[src/hdl/jms_pkg.sv]
// ----------------------------------------------------------------------------
// jms_pkg
// Types, constants and helpers shared by the JPEG marker scanner.
// ----------------------------------------------------------------------------
package jms_pkg;

  localparam int OFFSET_BITS = 32;
  localparam int MAX_EVENTS  = 3;
  localparam int CNT_BITS    = $clog2(MAX_EVENTS + 1);

  localparam logic [7:0] BYTE_FF  = 8'hff;
  localparam logic [7:0] BYTE_00  = 8'h00;
  localparam logic [7:0] CODE_SOI = 8'hd8;
  localparam logic [7:0] CODE_EOI = 8'hd9;
  localparam logic [7:0] CODE_COM = 8'hfe;

  typedef enum logic [1:0] {
    CFG_REPORT_MARKERS = 2'd0,
    CFG_PASS_COMMENT   = 2'd1,
    CFG_PASS_TAIL      = 2'd2
  } cfg_index_t;

  typedef enum logic [2:0] {
    EV_MARKER  = 3'd0,
    EV_ENTROPY = 3'd1,
    EV_COMMENT = 3'd2,
    EV_TAIL    = 3'd3,
    EV_SUMMARY = 3'd4
  } event_kind_t;

  typedef enum logic [1:0] {
    ST_OK        = 2'd0,
    ST_NOT_JPEG  = 2'd1,
    ST_TRUNC_LEN = 2'd2,
    ST_TRUNC_PAY = 2'd3
  } status_t;

  typedef enum logic [3:0] {
    M_MAGIC0    = 4'd0,
    M_MAGIC1    = 4'd1,
    M_SEEK      = 4'd2,
    M_TAG       = 4'd3,
    M_DATA      = 4'd4,
    M_LENHI     = 4'd5,
    M_LENLO     = 4'd6,
    M_PAYLOAD   = 4'd7,
    M_TAILFIRST = 4'd8,
    M_TAIL      = 4'd9,
    M_REJECT    = 4'd10
  } mode_t;

  typedef struct packed {
    logic       report_markers;
    logic       pass_comment;
    logic       pass_tail;
  } cfg_t;

  typedef struct packed {
    logic [7:0] data_byte;
    logic       end_of_file;
  } byte_item_t;

  typedef struct packed {
    logic [2:0]  event_kind;
    logic [7:0]  value;
    logic [31:0] comment_start;
    logic [16:0] comment_length;
    logic [31:0] tail_start;
    logic [1:0]  status;
    logic        last;
  } event_item_t;

  typedef struct packed {
    event_item_t [MAX_EVENTS-1:0] item;
    logic [CNT_BITS-1:0]          count;
  } event_group_t;

  function automatic logic has_length(input logic [7:0] m);
    return (m >= 8'h02 && m <= 8'h0f) || (m >= 8'ha0 && m <= 8'hcf) ||
           (m >= 8'hda && m <= 8'hfe);
  endfunction

endpackage

[src/hdl/jms_if.sv]
// ----------------------------------------------------------------------------
// jms stream interfaces
// Valid/ready channels for file bytes in and scanner events out.
// ----------------------------------------------------------------------------
interface jms_byte_if import jms_pkg::*; ();
  logic       valid;
  logic       ready;
  byte_item_t payload;

  modport source (output valid, output payload, input ready);
  modport sink   (input valid, input payload, output ready);
endinterface

interface jms_event_if import jms_pkg::*; ();
  logic        valid;
  logic        ready;
  event_item_t payload;

  modport source (output valid, output payload, input ready);
  modport sink   (input valid, input payload, output ready);
endinterface

[src/hdl/jms_parser.sv]
// ----------------------------------------------------------------------------
// jms_parser
// Marker/length/payload state machine; builds the event group for one byte.
// ----------------------------------------------------------------------------
module jms_parser import jms_pkg::*; (
  input  logic                   clk,
  input  logic                   rst,
  input  cfg_t                   cfg,
  input  logic                   accept,
  input  logic [7:0]             data_byte,
  input  logic                   end_of_file,
  output event_group_t           group
);

  mode_t                  mode, mode_next;
  logic [OFFSET_BITS-1:0] byte_offset, byte_offset_next;
  logic [15:0]            bytes_remaining, bytes_remaining_next;
  logic [7:0]             length_high, length_high_next;
  logic [7:0]             current_marker, current_marker_next;
  logic                   last_report_was_data, last_report_was_data_next;
  logic [OFFSET_BITS-1:0] comment_offset, comment_offset_next;
  logic [16:0]            comment_len, comment_len_next;
  logic [OFFSET_BITS-1:0] tail_offset, tail_offset_next;
  logic [1:0]             error_status, error_status_next;

  always_ff @(posedge clk) begin
    if (rst) begin
      mode                 <= M_MAGIC0;
      byte_offset          <= '0;
      bytes_remaining      <= '0;
      length_high          <= '0;
      current_marker       <= '0;
      last_report_was_data <= 1'b0;
      comment_offset       <= '0;
      comment_len          <= '0;
      tail_offset          <= '0;
      error_status         <= '0;
    end else if (accept) begin
      mode                 <= mode_next;
      byte_offset          <= byte_offset_next;
      bytes_remaining      <= bytes_remaining_next;
      length_high          <= length_high_next;
      current_marker       <= current_marker_next;
      last_report_was_data <= last_report_was_data_next;
      comment_offset       <= comment_offset_next;
      comment_len          <= comment_len_next;
      tail_offset          <= tail_offset_next;
      error_status         <= error_status_next;
    end
  end

  logic [15:0]         decl;
  logic [15:0]         remaining_dec;
  mode_t               seg_end_mode;
  logic [CNT_BITS-1:0] n;
  status_t             st;
  event_item_t         ev;

  assign decl          = {length_high, data_byte};
  assign remaining_dec = (bytes_remaining != '0) ? bytes_remaining - 16'd1 : bytes_remaining;
  assign seg_end_mode  = (current_marker == CODE_EOI) ? M_TAILFIRST : M_SEEK;

  always_comb begin
    mode_next                 = mode;
    bytes_remaining_next      = bytes_remaining;
    length_high_next          = length_high;
    current_marker_next       = current_marker;
    last_report_was_data_next = last_report_was_data;
    comment_offset_next       = comment_offset;
    comment_len_next          = comment_len;
    tail_offset_next          = tail_offset;
    error_status_next         = error_status;
    byte_offset_next = (&byte_offset) ? byte_offset : byte_offset + 1'b1;
    group = '0;
    n     = '0;
    ev    = '0;
    st    = ST_OK;

    case (mode)
      M_MAGIC0: begin
        if (data_byte == BYTE_FF) begin
          mode_next = M_MAGIC1;
        end else begin
          mode_next         = M_REJECT;
          error_status_next = ST_NOT_JPEG;
        end
      end
      M_MAGIC1: begin
        if (data_byte == CODE_SOI) begin
          if (cfg.report_markers) begin
            ev = '0;
            ev.event_kind = EV_MARKER;
            ev.value      = data_byte;
            group.item[n] = ev;
            n = n + 1'b1;
          end
          last_report_was_data_next = 1'b0;
          current_marker_next       = data_byte;
          mode_next                 = M_SEEK;
        end else begin
          mode_next         = M_REJECT;
          error_status_next = ST_NOT_JPEG;
        end
      end
      M_SEEK: begin
        if (data_byte == BYTE_FF) begin
          mode_next = M_TAG;
        end else begin
          if (!last_report_was_data && cfg.report_markers) begin
            ev = '0;
            ev.event_kind = EV_ENTROPY;
            ev.value      = data_byte;
            group.item[n] = ev;
            n = n + 1'b1;
          end
          last_report_was_data_next = 1'b1;
          mode_next                 = M_DATA;
        end
      end
      M_TAG: begin
        if (data_byte != BYTE_00 && data_byte != BYTE_FF) begin
          if (cfg.report_markers) begin
            ev = '0;
            ev.event_kind = EV_MARKER;
            ev.value      = data_byte;
            group.item[n] = ev;
            n = n + 1'b1;
          end
          last_report_was_data_next = 1'b0;
          current_marker_next       = data_byte;
          if (data_byte == CODE_COM) comment_offset_next = byte_offset;
          if (has_length(data_byte)) mode_next = M_LENHI;
          else mode_next = (data_byte == CODE_EOI) ? M_TAILFIRST : M_SEEK;
        end else begin
          mode_next = M_DATA;
        end
      end
      M_DATA: begin
        if (data_byte == BYTE_FF) mode_next = M_TAG;
      end
      M_LENHI: begin
        length_high_next = data_byte;
        mode_next        = M_LENLO;
      end
      M_LENLO: begin
        if (current_marker == CODE_COM) comment_len_next = {1'b0, decl} + 17'd2;
        if (decl > 16'd2) begin
          bytes_remaining_next = decl - 16'd2;
          mode_next            = M_PAYLOAD;
        end else begin
          mode_next = seg_end_mode;
        end
      end
      M_PAYLOAD: begin
        if (current_marker == CODE_COM && cfg.pass_comment) begin
          ev = '0;
          ev.event_kind = EV_COMMENT;
          ev.value      = data_byte;
          group.item[n] = ev;
          n = n + 1'b1;
        end
        bytes_remaining_next = remaining_dec;
        if (remaining_dec == '0) mode_next = seg_end_mode;
      end
      M_TAILFIRST: begin
        tail_offset_next = byte_offset;
        if (!last_report_was_data && cfg.report_markers) begin
          ev = '0;
          ev.event_kind = EV_ENTROPY;
          ev.value      = data_byte;
          group.item[n] = ev;
          n = n + 1'b1;
        end
        last_report_was_data_next = 1'b1;
        if (cfg.pass_tail) begin
          ev = '0;
          ev.event_kind = EV_TAIL;
          ev.value      = data_byte;
          group.item[n] = ev;
          n = n + 1'b1;
        end
        mode_next = M_TAIL;
      end
      M_TAIL: begin
        if (cfg.pass_tail) begin
          ev = '0;
          ev.event_kind = EV_TAIL;
          ev.value      = data_byte;
          group.item[n] = ev;
          n = n + 1'b1;
        end
      end
      default: begin
      end
    endcase

    if (end_of_file) begin
      if (error_status_next != '0 || mode_next == M_MAGIC1 || mode_next == M_REJECT) begin
        st = ST_NOT_JPEG;
      end else if (mode_next == M_LENHI || mode_next == M_LENLO) begin
        st = ST_TRUNC_LEN;
      end else if (mode_next == M_PAYLOAD) begin
        st = ST_TRUNC_PAY;
      end else begin
        st = ST_OK;
      end
      ev = '0;
      ev.event_kind     = EV_SUMMARY;
      ev.comment_start  = 32'(comment_offset_next);
      ev.comment_length = comment_len_next;
      ev.tail_start     = 32'(tail_offset_next);
      ev.status         = st;
      group.item[n] = ev;
      n = n + 1'b1;

      mode_next                 = M_MAGIC0;
      byte_offset_next          = '0;
      bytes_remaining_next      = '0;
      length_high_next          = '0;
      current_marker_next       = '0;
      last_report_was_data_next = 1'b0;
      comment_offset_next       = '0;
      comment_len_next          = '0;
      tail_offset_next          = '0;
      error_status_next         = '0;
    end

    group.count = n;
  end

endmodule

[src/hdl/jms_event_buffer.sv]
// ----------------------------------------------------------------------------
// jms_event_buffer
// Holds the events of one byte and hands them out one per request.
// ----------------------------------------------------------------------------
module jms_event_buffer import jms_pkg::*; (
  input  logic         clk,
  input  logic         rst,
  input  logic         load,
  input  event_group_t group,
  input  logic         pop,
  output logic         can_load,
  output logic         valid,
  output event_item_t  head
);

  event_item_t [MAX_EVENTS-1:0] item;
  logic [CNT_BITS-1:0]          cnt;

  always_ff @(posedge clk) begin
    if (rst) begin
      cnt <= '0;
    end else if (load) begin
      cnt <= group.count;
    end else if (pop) begin
      cnt <= cnt - 1'b1;
    end
  end

  always_ff @(posedge clk) begin
    if (load) begin
      item <= group.item;
    end else if (pop) begin
      for (int i = 0; i < MAX_EVENTS - 1; i++) item[i] <= item[i+1];
    end
  end

  assign can_load = (cnt == '0) || (cnt == CNT_BITS'(1) && pop);
  assign valid    = (cnt != '0);

  always_comb begin
    head      = item[0];
    head.last = (cnt == CNT_BITS'(1));
  end

endmodule

[src/hdl/jpeg_marker_scanner_core.sv]
// ----------------------------------------------------------------------------
// jpeg_marker_scanner_core
// JPEG marker scanner: checks the SOI magic, walks marker segments, reports
// markers, entropy-data starts, comment and tail bytes, and a file summary.
//
// Usage:
//   bytes  : one request per file byte; end_of_file marks the final byte.
//   events : zero to three requests per byte, in order; last marks the
//            final event caused by a byte. The final byte of a file always
//            yields a summary event, after which parsing restarts.
//   cfg_*  : write report_markers (0), pass_comment (1), pass_tail (2)
//            while the block is idle; other indexes are ignored.
// Latency: the first event of a byte is offered the cycle after it is taken.
// Throughput: one byte per cycle while each byte yields at most one event
//   and events are taken at once; else the single event port sets the pace.
// Reset (rst, synchronous): parse state and registers clear; no events held.
// A stalled events port holds the current event; bytes are taken again once
//   the last held event leaves.
// ----------------------------------------------------------------------------
module jpeg_marker_scanner_core import jms_pkg::*; (
  input  logic          clk,
  input  logic          rst,
  input  logic          cfg_write,
  input  logic [1:0]    cfg_index,
  input  logic [0:0]    cfg_data,
  jms_byte_if.sink      bytes,
  jms_event_if.source   events
);

  cfg_t         cfg;
  event_group_t group;
  logic         accept;
  logic         pop;
  logic         can_load;

  always_ff @(posedge clk) begin
    if (rst) begin
      cfg <= '0;
    end else if (cfg_write) begin
      case (cfg_index)
        CFG_REPORT_MARKERS: cfg.report_markers <= cfg_data[0];
        CFG_PASS_COMMENT:   cfg.pass_comment   <= cfg_data[0];
        CFG_PASS_TAIL:      cfg.pass_tail      <= cfg_data[0];
        default: begin
        end
      endcase
    end
  end

  assign pop         = events.valid & events.ready;
  assign bytes.ready = can_load;
  assign accept      = bytes.valid & can_load;

  jms_parser u_parser (
    .clk         (clk),
    .rst         (rst),
    .cfg         (cfg),
    .accept      (accept),
    .data_byte   (bytes.payload.data_byte),
    .end_of_file (bytes.payload.end_of_file),
    .group       (group)
  );

  jms_event_buffer u_buffer (
    .clk      (clk),
    .rst      (rst),
    .load     (accept),
    .group    (group),
    .pop      (pop),
    .can_load (can_load),
    .valid    (events.valid),
    .head     (events.payload)
  );

endmodule
[src/flat_wrapper.sv]
// flat-port wrapper written by rule: the top's interface ports become plain ports
module jpeg_marker_scanner_core_flat import jms_pkg::*;
  (clk, rst, cfg_write, cfg_index, cfg_data, bytes_valid, bytes_payload, bytes_ready, events_valid, events_payload, events_ready);
  jms_byte_if bytes_i ();
  jms_event_if events_i ();
  input  logic clk;
  input  logic rst;
  input  logic cfg_write;
  input  logic [1:0] cfg_index;
  input  logic [0:0] cfg_data;
  input wire logic [$bits(bytes_i.valid)-1:0] bytes_valid;
  input wire logic [$bits(bytes_i.payload)-1:0] bytes_payload;
  output wire logic [$bits(bytes_i.ready)-1:0] bytes_ready;
  output wire logic [$bits(events_i.valid)-1:0] events_valid;
  output wire logic [$bits(events_i.payload)-1:0] events_payload;
  input wire logic [$bits(events_i.ready)-1:0] events_ready;
  assign bytes_i.valid = bytes_valid;
  assign bytes_i.payload = bytes_payload;
  assign bytes_ready = bytes_i.ready;
  assign events_valid = events_i.valid;
  assign events_payload = events_i.payload;
  assign events_i.ready = events_ready;
  jpeg_marker_scanner_core u_core (.clk(clk), .rst(rst), .cfg_write(cfg_write), .cfg_index(cfg_index), .cfg_data(cfg_data), .bytes(bytes_i), .events(events_i));
endmodule
[config.mk]
export PLATFORM = sky130hd
export DESIGN_NAME = jpeg_marker_scanner_core_flat
export DESIGN_NICKNAME = d
export VERILOG_FILES = /design/src/hdl/jms_pkg.sv /design/src/hdl/jms_if.sv /design/src/hdl/jms_parser.sv /design/src/hdl/jms_event_buffer.sv /design/src/hdl/jpeg_marker_scanner_core.sv /design/src/flat_wrapper.sv
export SDC_FILE = /design/constraint.sdc
export NUM_CORES = 1
export LEC_CHECK = 0
export BUFFER_PORTS_ARGS = -buffer_cell sky130_fd_sc_hd__buf_2
export CAP_MARGIN = 20
export CORE_MARGIN = 3
export CORE_UTILIZATION = 35
export CTS_CLUSTER_DIAMETER = 40
export DETAILED_ROUTE_END_ITERATION = 16
export GPL_TIMING_DRIVEN = 0
export PLACE_DENSITY_LB_ADDON = 0.1
export SETUP_SLACK_MARGIN = 0.05
export SYNTH_ARGS = -nofsm -noshare
export SYNTH_HDL_FRONTEND = slang
export SYNTH_SLANG_ARGS = --single-unit
[constraint.sdc]
create_clock -name clk -period 6.4 [get_ports clk]
set_input_delay 0.32 -clock clk [delete_from_list [all_inputs] [get_ports clk]]
set_output_delay 0.32 -clock clk [all_outputs]
set_load 0.03 [all_outputs]
=== Word level (Yosys, flattened, before mapping) ===
Cells that the tools add are included.

* Register bits: 441
* Bits of input ports: 17
* Output and inout bits: 97
* Logic and storage cells: 200

* Add/sub/neg operators: 7
* $lt $le $gt $ge: 11
* Equal/unequal tests: 29
* Mux-type cells: 79
* Bitwise logic cells: 2
* Reductions and logical operators: 38

{| class="wikitable"
|+ Operator list
! operator !! number
|-
| 285-bit bitwise mux || 2
|-
| 190-bit two-way mux || 3
|-
| 285-bit two-way mux || 2
|-
| 95-bit one-hot mux with 6 select lines || 1
|-
| 95-bit demux with 2-bit select || 2
|-
| 95-bit two-way mux || 3
|-
| 92-bit two-way mux || 3
|-
| 32-bit two-way mux || 8
|-
| 94-bit two-way mux || 2
|-
| 93-bit two-way mux || 2
|-
| 17-bit two-way mux || 3
|-
| 8-bit == test (second input constant) || 6
|-
| 16-bit two-way mux || 3
|-
| 4-bit two-way mux || 10
|-
| 8-bit two-way mux || 5
|-
| 4-bit one-hot mux with 9 select lines || 1
|-
| 32-bit by 1-bit adder with 32-bit output (second input constant) || 1
|-
| 16-bit one-hot mux with 2 select lines || 1
|-
| 32-bit AND reduction || 1
|-
| 4-bit by 3-bit == test with 1-bit output (second input constant) || 7
|-
| 2-bit two-way mux || 12
|-
| 16-bit by 2-bit adder with 17-bit output (second input constant) || 1
|-
| 8-bit greater-or-equal comparator (second input constant) || 2
|-
| 16-bit by 2-bit > comparator with 1-bit output (second input constant) || 1
|-
| other kinds (39) || 84
|}

=== Depth between registers and ports, before layout ===
* Depth after elaboration: 15
* Mapped depth: 12
* Depth with buffers taken out: 11

=== Modules after synthesis ===
A second synthesis with hierarchy kept.

* Cells, all modules: 1,995
* Area, all modules: 21,664.5 um^2

{| class="wikitable"
|+ Modules (own cells, without submodules)
! module !! times used !! cells each !! area an instance (um^2) !! seq. area each (um^2)
|-
| jms_event_buffer || 1 || 603 || 11,664.9 || 8,508.2
|-
| jms_parser || 1 || 1,377 || 9,844.4 || 3,042.9
|-
| jpeg_marker_scanner_core || 1 || 15 || 155.1 || 60.1
|}

=== Worst setup path after synthesis ===
Ideal clock, no wire load.

* Kind: reg2reg
* From: reg u_core.u_buffer.cnt[0]
* To: reg u_core.u_parser.comment_len[0]
* Library setup time: 0.128 ns
* Arrival time: 4.979 ns
* Data required time: 6.272 ns
* Slack: 1.293 ns
* Cell stages (with the launch flop): 11
* Buffers on the path: 2
* Period minus slack after synthesis: 5.107 ns
* Path through: dfxtp_1 -> ha_1 -> nand2_1 -> nand2_1 -> nand2_1 -> inv_1 -> clkbuf_1 -> clkbuf_1 -> o21ai_0 -> a32oi_1 -> nor2_1

* Elaborated cells on any way between the ends: 7
* Classes of those cells: eq/ne: 1; bitwise: 2; reduce/logical: 4

{| class="wikitable"
|+ RTL lines
! element !! RTL line !! text
|-
| start: declaration || jms_event_buffer.sv:17 || <nowiki>logic [CNT_BITS-1:0] cnt;</nowiki>
|-
| start signal: assignment || jms_event_buffer.sv:23 || <nowiki>cnt <= group.count;</nowiki>
|-
| start signal: assignment || jms_event_buffer.sv:25 || <nowiki>cnt <= cnt - 1'b1;</nowiki>
|-
| 2-bit by 1-bit == test with 1-bit output || - ||
|-
| net events_payload[0] || flat_wrapper.sv:15 || <nowiki>output wire logic [$bits(events_i.payload)-1:0] events_payload;</nowiki>
|-
| 1-bit logical AND || jms_event_buffer.sv:37 || <nowiki>assign can_load = (cnt == '0) || (cnt == CNT_BITS'(1) && pop);</nowiki>
|-
| 1-bit logical OR || jms_event_buffer.sv:37 ||
|-
| net bytes_ready || flat_wrapper.sv:13 || <nowiki>output wire logic [$bits(bytes_i.ready)-1:0] bytes_ready;</nowiki>
|-
| 1-bit bitwise AND || jpeg_marker_scanner_core.sv:52 || <nowiki>assign accept = bytes.valid & can_load;</nowiki>
|-
| net u_core.accept || jpeg_marker_scanner_core.sv:32 || <nowiki>logic accept;</nowiki>
|-
| end signal: assignment || jms_parser.sv:46 || <nowiki>comment_len <= comment_len_next;</nowiki>
|-
| end: declaration || jms_parser.sv:22 || <nowiki>logic [16:0] comment_len, comment_len_next;</nowiki>
|}

The timed path passes the listed nets, and every way through them passes these cells.
A chain may end at the register's enable or synchronous reset.

=== Worst setup path in the final report ===
* From: reg u_core.u_parser.mode[0]
* To: reg u_core.u_buffer.item (netlist bit u_core.u_buffer.head[83]), data pin

* Longest elaborated chain between the ends: 9
* Elaborated cells on any way between the ends: 17
* Classes of those cells: order compare: 2; eq/ne: 6; mux: 8; reduce/logical: 1

{| class="wikitable"
|+ Ends and longest elaborated chain
! element !! RTL line !! text
|-
| start: declaration || jms_parser.sv:15 || <nowiki>mode_t mode, mode_next;</nowiki>
|-
| start signal: assignment || jms_parser.sv:39 || <nowiki>mode <= mode_next;</nowiki>
|-
| 4-bit == test (tied with other cells) || jms_parser.sv:79 || <nowiki>case (mode)</nowiki>
|-
| 2-bit one-hot mux with 6 select lines || jms_parser.sv:79 ||
|-
| 2-bit by 3-bit < comparator with 1-bit output (implied by the code) or 2-bit by 1-bit greater-or-equal comparator with 1-bit output (tied branches) || jms_parser.sv:213 || <nowiki>group.item[n] = ev;</nowiki>
|-
| 1-bit logical AND (implied by the code) || jms_parser.sv:213 ||
|-
| 95-bit two-way mux (implied by the code) || jms_parser.sv:213 ||
|-
| 95-bit demux with 2-bit select || jms_parser.sv:213 ||
|-
| 285-bit bitwise mux || jms_parser.sv:213 ||
|-
| 285-bit two-way mux * || jms_parser.sv:197 || <nowiki>if (end_of_file) begin</nowiki>
|-
| 190-bit two-way mux * || jms_event_buffer.sv:30 || <nowiki>if (load) begin</nowiki>
|-
| end signal: assignment || jms_event_buffer.sv:31 || <nowiki>item <= group.item;</nowiki>
|-
| end: declaration || jms_event_buffer.sv:16 || <nowiki>event_item_t [MAX_EVENTS-1:0] item;</nowiki>
|}

Mark *: on every way between the ends. The rest lies on a longest branch, timed or not.

==> results_dict.tcl <==
set metrics [dict create \
    setup_ws_ns 2.07 \
    dp_hpwl_um 39000 \
    finalPower_mw 8.93 \
    syn2layout_area_growth_pct 19.9 \
    gp_congestion 0.889 \
    post_cts_resized 0 \
    r2r_setup_slack_ns 2.07 \
    worstSetupStartpointType "flip-flop" \
    setup_viol 0 \
    io_pins 114 \
    outcome "finished, final reports clean" \
    ys_seq_elements 428 \
    post_drt_wl_per_cell_um 19.2 \
    crit_path_max_fanout 10 \
    nets 2151 \
    clock_sinks 428 \
    grt_max_degree 116 \
    cts_setup_buffers 0 \
    syn_nets 1967 \
    whs_ns 0.131 \
    hold_start "cfg_write" \
    hold_depth 4 \
    via_per_inst 5.08 \
    core_region_area_um2 55500 \
    relSlewSlack_pct 34.0 \
    slew_viol_final 0 \
    drive_gt1_share_pct 15.9 \
    rows 86 \
    min_period_ns 4.33 \
    cts-root-buf "clkbuf_16" \
    p_per_area_nw_per_um2 376 \
    r2r-end "u_core.u_buffer.head[83]" \
    cp_top_family "compound AO/OA/AOI/OAI gates" \
    tritoncts "built" \
    timing.final.crit_share_pct 67.7 \
    place_ws_ns 1.42 \
    crit_path_top_delay_cell "a211oi_1" \
    h-tree-depth 3 \
    synthDistinctLibCells 71 \
    critical_path_arrival_ns 4.70 \
    holdBufCountCts 1 \
    worst-setup-path-type "reg -> reg" \
    synth_edf_count 271 \
    worstPathCellList "nand2b_1 -> nor2_1 -> nand2_1 -> a21oi_1 -> o21bai_1 -> a211oi_1 -> ha_1 -> nand3_1 -> clkbuf_1 -> o21ai_0" \
    portBuffers 108 \
    fillers 5452 \
    netlist_instances 1936 \
    track_usage_pct 18.8 \
    endpoint_kind "flip-flop" \
    drt_iter0_drc 933 \
    regToRegStartpoint "u_core.u_parser.mode[0]" \
    clk_latency_ns 0.58 \
    antenna_found_initial 1 \
    final_hold_viol_count 0 \
    vdd_drop_max_v 0.000207 \
    crit_path_max_incr_delay_ns 0.68 \
    num_vias 14900 \
    drt-pass1-iter-count 5 \
    r2r.worst_path.cells 10 \
    antenna_left 0 \
    critPathRequiredTime_ns 6.76 \
    drc_errors 0 \
    grt_pass1_wl_um 87100 \
    fmax_ghz 0.231 \
    max_cap_violations 0 \
    grt.overflow.total 0 \
    leakagePower_nw 8.91 \
    die_height_um 244 \
    die_width_um 244 \
    first_global_vias 14500 \
    yosysWarnings 0 \
    rsz0062_at_grt "false" \
    cts_made_buffers 70 \
    syn_avg_cell_area_um2 10.2 \
    clk_pin_slew_ns 0.05 \
    syn_area_um2 19800 \
    clock_skew_ns 0.0138 \
    hold_path.class "in -> reg" \
    wirelength_um 56100 \
    ys_async_sr_fraction_pct 0 \
    hold_end "u_core.cfg[1]" \
    crit_buf_inv 1 \
    tns_ns 0 \
    yosys_most_used_dff "edfxtp_1" \
    synth-seq-area-share_pct 57.0 \
    dieArea_um2 59400 \
    fin_cells 2925 \
    tightest_slew_ns 0.991 \
    start_util_pct 35.6 \
    place_inst 2794 \
    clockBufferDepth 3 \
]
[worst max-delay path by stage]
stage / from / slack [ns] / cells after the start / to
after global routing: u_core.u_parser.mode[0] / 1.82 / 10 / u_core.u_buffer.head[80]
after detailed placement: bytes_payload[6] / 1.42 / 10 / u_core.u_buffer.head[80]
after floorplan: u_core.u_buffer.cnt[0] / 1.29 / 10 / u_core.u_parser.comment_len[0]
after global placement: u_core.u_buffer.cnt[0] / -1.03 / 11 / u_core.u_parser.comment_len[0]
after CTS: u_core.u_parser.mode[0] / 2.02 / 10 / u_core.u_buffer.head[80]
final: u_core.u_parser.mode[0] / 2.07 / 10 / u_core.u_buffer.head[83]
[stage by stage]
stage | util (%) | instance area (um2)
floorplan | - | 19800
global placement | 38.3 | 21300
detailed placement | 38.4 | 21300
CTS | 42.7 | 23700
global route | 42.7 | 23700
finish | 42.7 | 23700
[sequential cells by signal (all words and copies together) (netlist names)]
signal / count
u_core.cfg: 3
u_core.u_buffer.cnt: 2
u_core.u_buffer.head: 94
u_core.u_buffer.item: 177
u_core.u_parser.byte_offset: 32
u_core.u_parser.bytes_remaining: 16
u_core.u_parser.comment_len: 17
u_core.u_parser.comment_offset: 32
u_core.u_parser.current_marker: 8
u_core.u_parser.error_status: 2
u_core.u_parser.last_report_was_data: 1
u_core.u_parser.length_high: 8
u_core.u_parser.mode: 4
u_core.u_parser.tail_offset: 32
[cells in the mapped netlist (5+ instances only)]
cell type / count / area (um2)
nand3b_1: 10 / 75.1
a22oi_1: 83 / 623
o211ai_1: 5 / 37.5
nand3_1: 28 / 140
a31oi_1: 9 / 56.3
clkbuf_1: 131 / 492
ha_1: 14 / 175
a22o_1: 30 / 263
and2_1: 25 / 156
o21ai_0: 168 / 841
buf_2: 5 / 25.0
edfxtp_1: 271 / 8140
xnor2_1: 22 / 193
nand2_1: 211 / 792
mux2i_1: 75 / 751
nor2_1: 282 / 1060
a32oi_1: 5 / 43.8
inv_1: 28 / 105
nor3_1: 27 / 135
and3_1: 17 / 106
a211oi_1: 10 / 75.1
or3_1: 5 / 31.3
dfxtp_1: 157 / 3140
nand4_1: 18 / 113
xor2_1: 37 / 324
nand4b_1: 5 / 43.8
and4_1: 11 / 96.3
buf_4: 94 / 706
a2111oi_0: 8 / 70.1
o21ai_1: 7 / 35.0
nor4_1: 10 / 62.6
nand2b_1: 10 / 62.6
a21oi_1: 59 / 295
buf_1: 6 / 22.5
[cell usage in the layout (no fill, tap or decap), types with 22 or more instances in the layout]
cell	Yosys	layout
a22oi_1	83	83
clkbuf_16	0	72
clkbuf_1	131	135
xnor2_1	22	22
inv_1	28	27
o21ai_0	168	168
xor2_1	37	37
edfxtp_1	271	271
a22o_1	30	30
dfxtp_1	157	157
nand3_1	28	28
a21oi_1	59	59
and2_1	25	25
mux2i_1	75	75
nor2_1	282	282
nor3_1	27	27
buf_4	94	95
buf_2	5	113
nand2_1	211	211
[tightest hold or removal path, delay by kind of cell]
family | cells | cell delay [ns]
buf+inv | 1 | 0.11
mux | 1 | 0.08
simple gates | 2 | 0.17
[area by class of cell]
class                           instances  area [um2]  area share, %
Tap cell                              748         936           3.94
Timing Repair Buffer                  112         613           2.58
Buffer                                237        1260           5.31
Antenna cell                            1        2.50         0.0105
Multi-Input combinational cell       1243        7140           30.1
Clock inverter                         49         539           2.27
Inverter                               28         113          0.475
Clock buffer                           79        1840           7.76
Sequential cell                       428       11300           47.5
[power breakdown]
| part | switching, mW | total (mW) | internal [mW] |
|---|---|---|---|
| Sequential | 0.109 | 3.54 | 3.43 |
| Clock | 1.38 | 3.81 | 2.42 |
| Combinational | 1.08 | 1.58 | 0.506 |
| Total | 2.57 | 8.93 | 6.36 |
[per-layer routing]
layer | vias to the layer above | GRT usage [%] | part of all wire [%]
met5 | - | 0 | 0
met4 | 0 | 6.83 | 2.6
met3 | 85 | 3.36 | 4.6
met2 | 332 | 29.1 | 45
met1 | 7241 | 26.3 | 48
li1 | 7208 | - | -
[logic make-up (layout without fill, tap and decap cells)]
| logic type | count (synthesis) | after routing | synth area share [%] |
|---|---|---|---|
| AND/OR/NAND/NOR | 677 | 677 | 15.3 |
| flip-flops | 428 | 428 | 57.0 |
| AO/OA/AOI/OAI | 416 | 416 | 13.4 |
| buffers and inverters | 265 | 505 | 6.88 |
| multiplexers | 77 | 77 | 3.91 |
| XOR/XNOR | 59 | 59 | 2.61 |
| adder cells (fa/ha/maj) | 14 | 14 | 0.886 |
| other | 0 | 1 | 0 |
No activity file was read; power rests on OpenSTA's default activity.
